[src/rtl/osp_pkg.sv]
`timescale 1ns / 1ps

package osp_pkg;

  localparam int SAMPLE_W        = 16;
  localparam int RATE_W          = 24;
  localparam int TARGET_W        = 15;
  localparam int GAIN_W          = 32;
  localparam int FRAC_W          = 16;
  localparam int CFG_IDX_W       = 2;
  localparam int CFG_DATA_W      = RATE_W;
  localparam int DEF_MAX_SAMPLES = 16384;
  localparam int DIV_STEPS       = TARGET_W + FRAC_W;
  localparam int DIV_CNT_W       = $clog2(DIV_STEPS);

  localparam logic [GAIN_W-1:0]   UNITY_GAIN   = GAIN_W'(1) << FRAC_W;
  localparam logic [RATE_W-1:0]   RATE_RESET   = RATE_W'(1) << FRAC_W;
  localparam logic [TARGET_W-1:0] TARGET_RESET = {TARGET_W{1'b1}};

  typedef enum logic [1:0] {
    OP_CLEAR  = 2'd0,
    OP_LOAD   = 2'd1,
    OP_REWIND = 2'd2,
    OP_TICK   = 2'd3
  } op_e;

  typedef enum logic [CFG_IDX_W-1:0] {
    CFG_RATE   = 2'd0,
    CFG_NORM   = 2'd1,
    CFG_TARGET = 2'd2
  } cfg_e;

  typedef enum logic [2:0] {
    ST_IDLE,
    ST_EXEC,
    ST_DIV,
    ST_MUL,
    ST_SAT,
    ST_RESP
  } state_e;

  typedef struct packed {
    logic [1:0]                 operation;
    logic signed [SAMPLE_W-1:0] sample_in;
  } in_t;

  typedef struct packed {
    logic signed [SAMPLE_W-1:0] out_sample;
    logic                       done_res;
  } out_t;

  typedef struct packed {
    logic capture;
    logic exec;
    logic div_step;
    logic mul;
    logic sat;
  } ctrl_cmd_t;

  typedef struct packed {
    logic div_needed;
    logic read_hit;
  } dp_stat_t;

endpackage

[src/rtl/osp_ctrl.sv]
`timescale 1ns / 1ps

module osp_ctrl (
  input  logic                 clk_i,
  input  logic                 rst_ni,
  input  logic                 start_i,
  input  osp_pkg::dp_stat_t    stat_i,
  output osp_pkg::ctrl_cmd_t   cmd_o,
  output logic                 busy_o,
  output logic                 res_valid_o
);

  osp_pkg::state_e                 state_q, state_d;
  logic [osp_pkg::DIV_CNT_W-1:0]   div_cnt_q, div_cnt_d;

  always_ff @(posedge clk_i or negedge rst_ni) begin
    if (!rst_ni) begin
      state_q   <= osp_pkg::ST_IDLE;
      div_cnt_q <= '0;
    end else begin
      state_q   <= state_d;
      div_cnt_q <= div_cnt_d;
    end
  end

  always_comb begin
    state_d     = state_q;
    div_cnt_d   = '0;
    cmd_o       = '0;
    busy_o      = 1'b1;
    res_valid_o = 1'b0;
    unique case (state_q)
      osp_pkg::ST_IDLE: begin
        busy_o = 1'b0;
        if (start_i) begin
          cmd_o.capture = 1'b1;
          state_d       = osp_pkg::ST_EXEC;
        end
      end
      osp_pkg::ST_EXEC: begin
        cmd_o.exec = 1'b1;
        if (stat_i.div_needed) begin
          state_d = osp_pkg::ST_DIV;
        end else if (stat_i.read_hit) begin
          state_d = osp_pkg::ST_MUL;
        end else begin
          state_d = osp_pkg::ST_RESP;
        end
      end
      osp_pkg::ST_DIV: begin
        cmd_o.div_step = 1'b1;
        if (div_cnt_q == osp_pkg::DIV_CNT_W'(osp_pkg::DIV_STEPS - 1)) begin
          state_d = osp_pkg::ST_RESP;
        end else begin
          div_cnt_d = div_cnt_q + 1'b1;
        end
      end
      osp_pkg::ST_MUL: begin
        cmd_o.mul = 1'b1;
        state_d   = osp_pkg::ST_SAT;
      end
      osp_pkg::ST_SAT: begin
        cmd_o.sat = 1'b1;
        state_d   = osp_pkg::ST_RESP;
      end
      osp_pkg::ST_RESP: begin
        res_valid_o = 1'b1;
        state_d     = osp_pkg::ST_IDLE;
      end
      default: begin
        state_d = osp_pkg::ST_IDLE;
      end
    endcase
  end

endmodule

[config.mk]
export PLATFORM = sky130hd
export DESIGN_NAME = osp_ctrl
export DESIGN_NICKNAME = d
export VERILOG_FILES = /design/src/rtl/osp_pkg.sv /design/src/rtl/osp_ctrl.sv
export SDC_FILE = /design/constraint.sdc
export NUM_CORES = 1
export LEC_CHECK = 0
export BUFFER_PORTS_ARGS = -buffer_cell sky130_fd_sc_hd__buf_2
export CAP_MARGIN = 0
export CORE_AREA = 2 2 39 41
export CTS_BUF_LIST = sky130_fd_sc_hd__clkbuf_4 sky130_fd_sc_hd__clkbuf_8
export CTS_CLUSTER_DIAMETER = 50
export DETAILED_ROUTE_END_ITERATION = 7
export DIE_AREA = 0 0 41 43
export GPL_TIMING_DRIVEN = 0
export PLACE_DENSITY_LB_ADDON = 0.15
export SYNTH_ARGS = -nofsm -noshare
export SYNTH_HDL_FRONTEND = slang
export SYNTH_SLANG_ARGS = --single-unit
[constraint.sdc]
create_clock -name clk_i -period 1.49 [get_ports clk_i]
set_input_delay 0.0745 -clock clk_i [delete_from_list [all_inputs] [get_ports clk_i]]
set_output_delay 0.0745 -clock clk_i [all_outputs]
set_load 0.1 [all_outputs]
; ---- Word level (Yosys, flattened, before mapping)
; Cells that the tools add are included.
[totals]
input_bits = 5
latch_bits = 0
ramBits = 0
rom_bits = 0
register_bits = 8
memories = 0
out_inout_bits = 7
[op_classes]
div_mod_pow = 0
muxes = 15
n_bitwise = 0
n_mul = 0
n_reduce_logical = 2
n_shift = 0
eq_ne = 8
addsub = 1
magnitude_cmp = 0
[ops]
columns = op, count
row1 = case mux 3 bit (5 select lines), 1
row2 = 2-to-1 mux 3 bit, 4
row3 = 2-to-1 mux 5 bit, 2
row4 = 2-to-1 mux 1 bit, 8
row5 = "== test 3 x 2 -> 1 bit, second input constant", 2
row6 = "== test 3 bit, second input constant", 2
row7 = "adder 5 x 1 -> 5 bit, second input constant", 1
row8 = "== test 5 bit, second input constant", 1
row9 = "!= test 2 bit, second input constant", 2
row10 = "== test 3 x 1 -> 1 bit, second input constant", 1
row11 = logical NOT 3 bit, 1
row12 = AND reduction 2 bit, 1

; ---- Depth between registers and ports, before layout
[depth]
depth_word = 3
ltp_mapped = 5
depth_no_buf = 5

; ---- Worst setup path after synthesis
; No wires, ideal clock.
[synth_timing]
kind = flip-flop to flip-flop
start = register state_q[2]
end = register div_cnt_q[2] in the netlist's numbering
path_slack_ns = -1.941
period_less_slack_ns = 3.431
arrival_time_ns = 3.347
path_stages_with_launch = 5
path_cell_list = dfrtp_1 -> buf_2 -> nor3b_1 -> nand2_1 -> nor2_1
[synth_between]
elab_chain_cells = 2
[synth_rtl]
columns = item, line_no
row1 = "start, declared", osp_ctrl.sv:13  ; osp_pkg::state_e state_q, state_d;
row2 = "start signal, assigned", osp_ctrl.sv:18  ; state_q <= osp_pkg::ST_IDLE;
row3 = "start signal, assigned", osp_ctrl.sv:21  ; state_q <= state_d;
row4 = == test 3 x 2 -> 1 bit, osp_ctrl.sv:32  ; unique case (state_q)
row5 = 2-to-1 mux 5 bit, osp_ctrl.sv:32
row6 = "via div_cnt_d, one bit", osp_ctrl.sv:14  ; logic [osp_pkg::DIV_CNT_W-1:0] div_cnt_q, div_cnt_d;
row7 = "end signal, assigned", osp_ctrl.sv:22  ; div_cnt_q <= div_cnt_d;
row8 = "end, declared", osp_ctrl.sv:14
; The timed path passes the listed nets, and every way through them passes these cells.
; A chain may end at the register's enable or synchronous reset.

; ---- Worst setup path after layout
[layout_timing]
start = register state_q[2]
end = output busy_o
[layout_between]
elab_chain_cells = 2
[layout_rtl]
columns = item, line_no
row1 = logical NOT 3 bit, osp_ctrl.sv:32
row2 = 2-to-1 mux 1 bit, osp_ctrl.sv:32
row3 = "end, declared", osp_ctrl.sv:9  ; output logic busy_o,
; No other way between the ends.

==> flow_summary.yaml <==
setup_path:
  start_kind: "register"
  cp_top_family: "buffers and inverters"
  path_buf_inv: 2
  slowest_stage: "dfrtp_1"
  startpoint: "state_q[2]"
  cp_cell_sequence: "buf_6, or3_4, clkbuf_4"
  r2r_setup_slack_ns: 0.12
  ff2ff_path_depth: 5
  worstPathArrival_ns: 1.40
  setup.worst_path.end: "busy_o"
  critPathMaxFanout: 7
  timing.rr.start: "div_cnt_q[0]"
  crit_type: "reg2out"
  slowest_delay_ns: 0.38
  cp.depth: 3
  cp.required_ns: 1.42
  end_kind: "output pin"
  r2r-end: "state_q[0]"
sta:
  holdWs_ns: 0.0844
  relSlewSlack_pct: 80.0
  tns_ns: 0
  clock_skew_ns: 0.00127
  post-route-period-util_pct: 99.2
  tightest_slew_ns: 0.302
  finalSetupViolations: 0
  slew_violations: 0
  final_hold_viol_count: 0
  rsz0062_at_grt: "yes"
  fmax_mhz: 676
  period_needed_ns: 1.48
placement:
  place_area_sq_um: 556
  globalplace.congestion: 0.619
  port_buffers: 11
  hpwlAfterDp_um: 649
finish:
  fin_nets: 74
  final_cell_mix: "buf_4, dfrtp_1, nor2_1, clkbuf_4, buf_2"
  drive_above_1_share_pct: 46.2
  multi_input_area_sq_um: 253
  diodes: 0
  area_growth_pct: 50.1
  stdcell_area_sq_um: 652
  fillers: 134
  final_common_cell: "buf_4"
  fin_util_pct: 47.1
  regArea_sq_um: 201
routing:
  wl_um: 889
  firstDrtPassIters: 1
  drt_iter0_drc: 0
  via_per_inst: 4.80
  post-route-drc-count: 0
  wl_per_cell_um: 11.0
  antenna_left: 0
  vias: 389
clocking:
  clkLatencyLatePin_ns: 0.25
  h-tree-depth: 1
  cts_root_buf: "clkbuf_4"
  cts_tree: "built"
  cts_made_buffers: 3
  cts.sinks: 8
  clk_pin_slew_ns: 0.05
  clockBufferDepth: 2
synth:
  synth_nets: 53
  ys_ff_latch: 8
  syn_inst: 46
  avgSynthCellArea_sq_um: 9.44
  ys_types: 24
  syn_area_sq_um: 434
  yosysSeqAreaShare_pct: 46.1
  netlist.area_leader.share_pct: 46.1
  yosys.area.top_type: "dfrtp_1"
  yosys-top-cells-area: "dfrtp_1, nor2_1, ha_1"
  ys_warn_count: 0
worst_hold_path:
  min_path_type: "in2reg"
grt:
  antenna_found_initial: 0
  grt-ovfl-total: 0
  grt_use_total_pct: 11.9
  grt_pass1_wl_um: 1360
  grt_max_degree: 11
  grt_pass1_vias: 333
floorplanning:
  pin_count: 12
  die_area_sq_um: 1760
  core-area_sq_um: 1380
  initial_core_util_pct: 31.4
  die_w_um: 41
  rows: 14
  die_h_um: 43
flow_run:
  maxCapViolations: 0
outcome:
  status: "complete, no violations"
layout make-up:
type,count,area share (%)
timing repair buffer,17,20.3
buffer,1,1.73
multi-input combinational,33,38.8
inverter,3,1.73
tap,16,3.07
sequential,8,30.9
clock buffer,3,3.45
logic make-up (layout without fill, tap and decap cells):
logic type / after synthesis / after routing / synth area share [%]
AND/OR/NAND/NOR: 21 / 21 / 25.9
AO/OA/AOI/OAI: 7 / 7 / 11.2
XOR/XNOR: 3 / 3 / 6.05
buffers and inverters: 5 / 24 / 4.90
adder cells (fa/ha/maj): 2 / 2 / 5.76
flip-flops: 8 / 8 / 46.1
timing repair:
item,4_1_cts,5_1_grt
pin swaps,0,1
endpoints found under the hold margin,8,0
setup endpoints to repair,6,4
hold buffers,1,0
setup buffers,1,4
resized for setup,9,2
per-stage QoR:
stage	cells	setup WS, ns
after floorplan	46	-0.260
after global placement	73	-0.0217
after detailed placement	73	-0.0200
after CTS	77	-0.0306
after global routing	81	-0.0309
final	81	0.0112
routing by layer:
metal / up-vias / wire, um / GRT usage (%) / share of wire, %
met1: 178 / 395 / 14.0 / 44
li1: 199 / - / - / -
met4: 0 / 33 / 12.0 / 3.7
met2: 8 / 422 / 16.9 / 47
met5: - / 0 / 0 / 0
met3: 4 / 38 / 1.57 / 4.3
flip-flops by register name, indices dropped and copies added (netlist names):
register / cells
state_q: 3
div_cnt_q: 5
worst min-delay path by stage:
stage,slack (ns),cells past startpoint,end,from
2_1_floorplan,-0.22,0,div_cnt_q[0],rst_ni
3_3_place_gp,-0.07,1,div_cnt_q[0],rst_ni
3_5_place_dp,-0.07,1,div_cnt_q[0],rst_ni
4_1_cts,0.08,2,state_q[0],stat_i[1]
5_1_grt,0.09,2,state_q[0],stat_i[1]
6_report,0.08,2,state_q[0],stat_i[1]
cell usage after synthesis:
cell      count
ha_1          2
nand4_1       1
o21bai_1      2
a21oi_1       1
o21ai_0       1
buf_2         2
inv_2         1
a22oi_1       1
or3_2         1
or4_1         1
dfrtp_1       8
and4_1        1
and2_1        1
nor2_1        8
nand2_1       2
o311ai_1      1
and3_2        1
xnor2_1       1
o211ai_1      1
inv_1         2
xor2_1        2
or3_1         1
nor3b_1       2
nand3_1       2
Power is not shown: default switching activity piles up to over one toggle a cycle in this logic, so the estimate is an artifact.
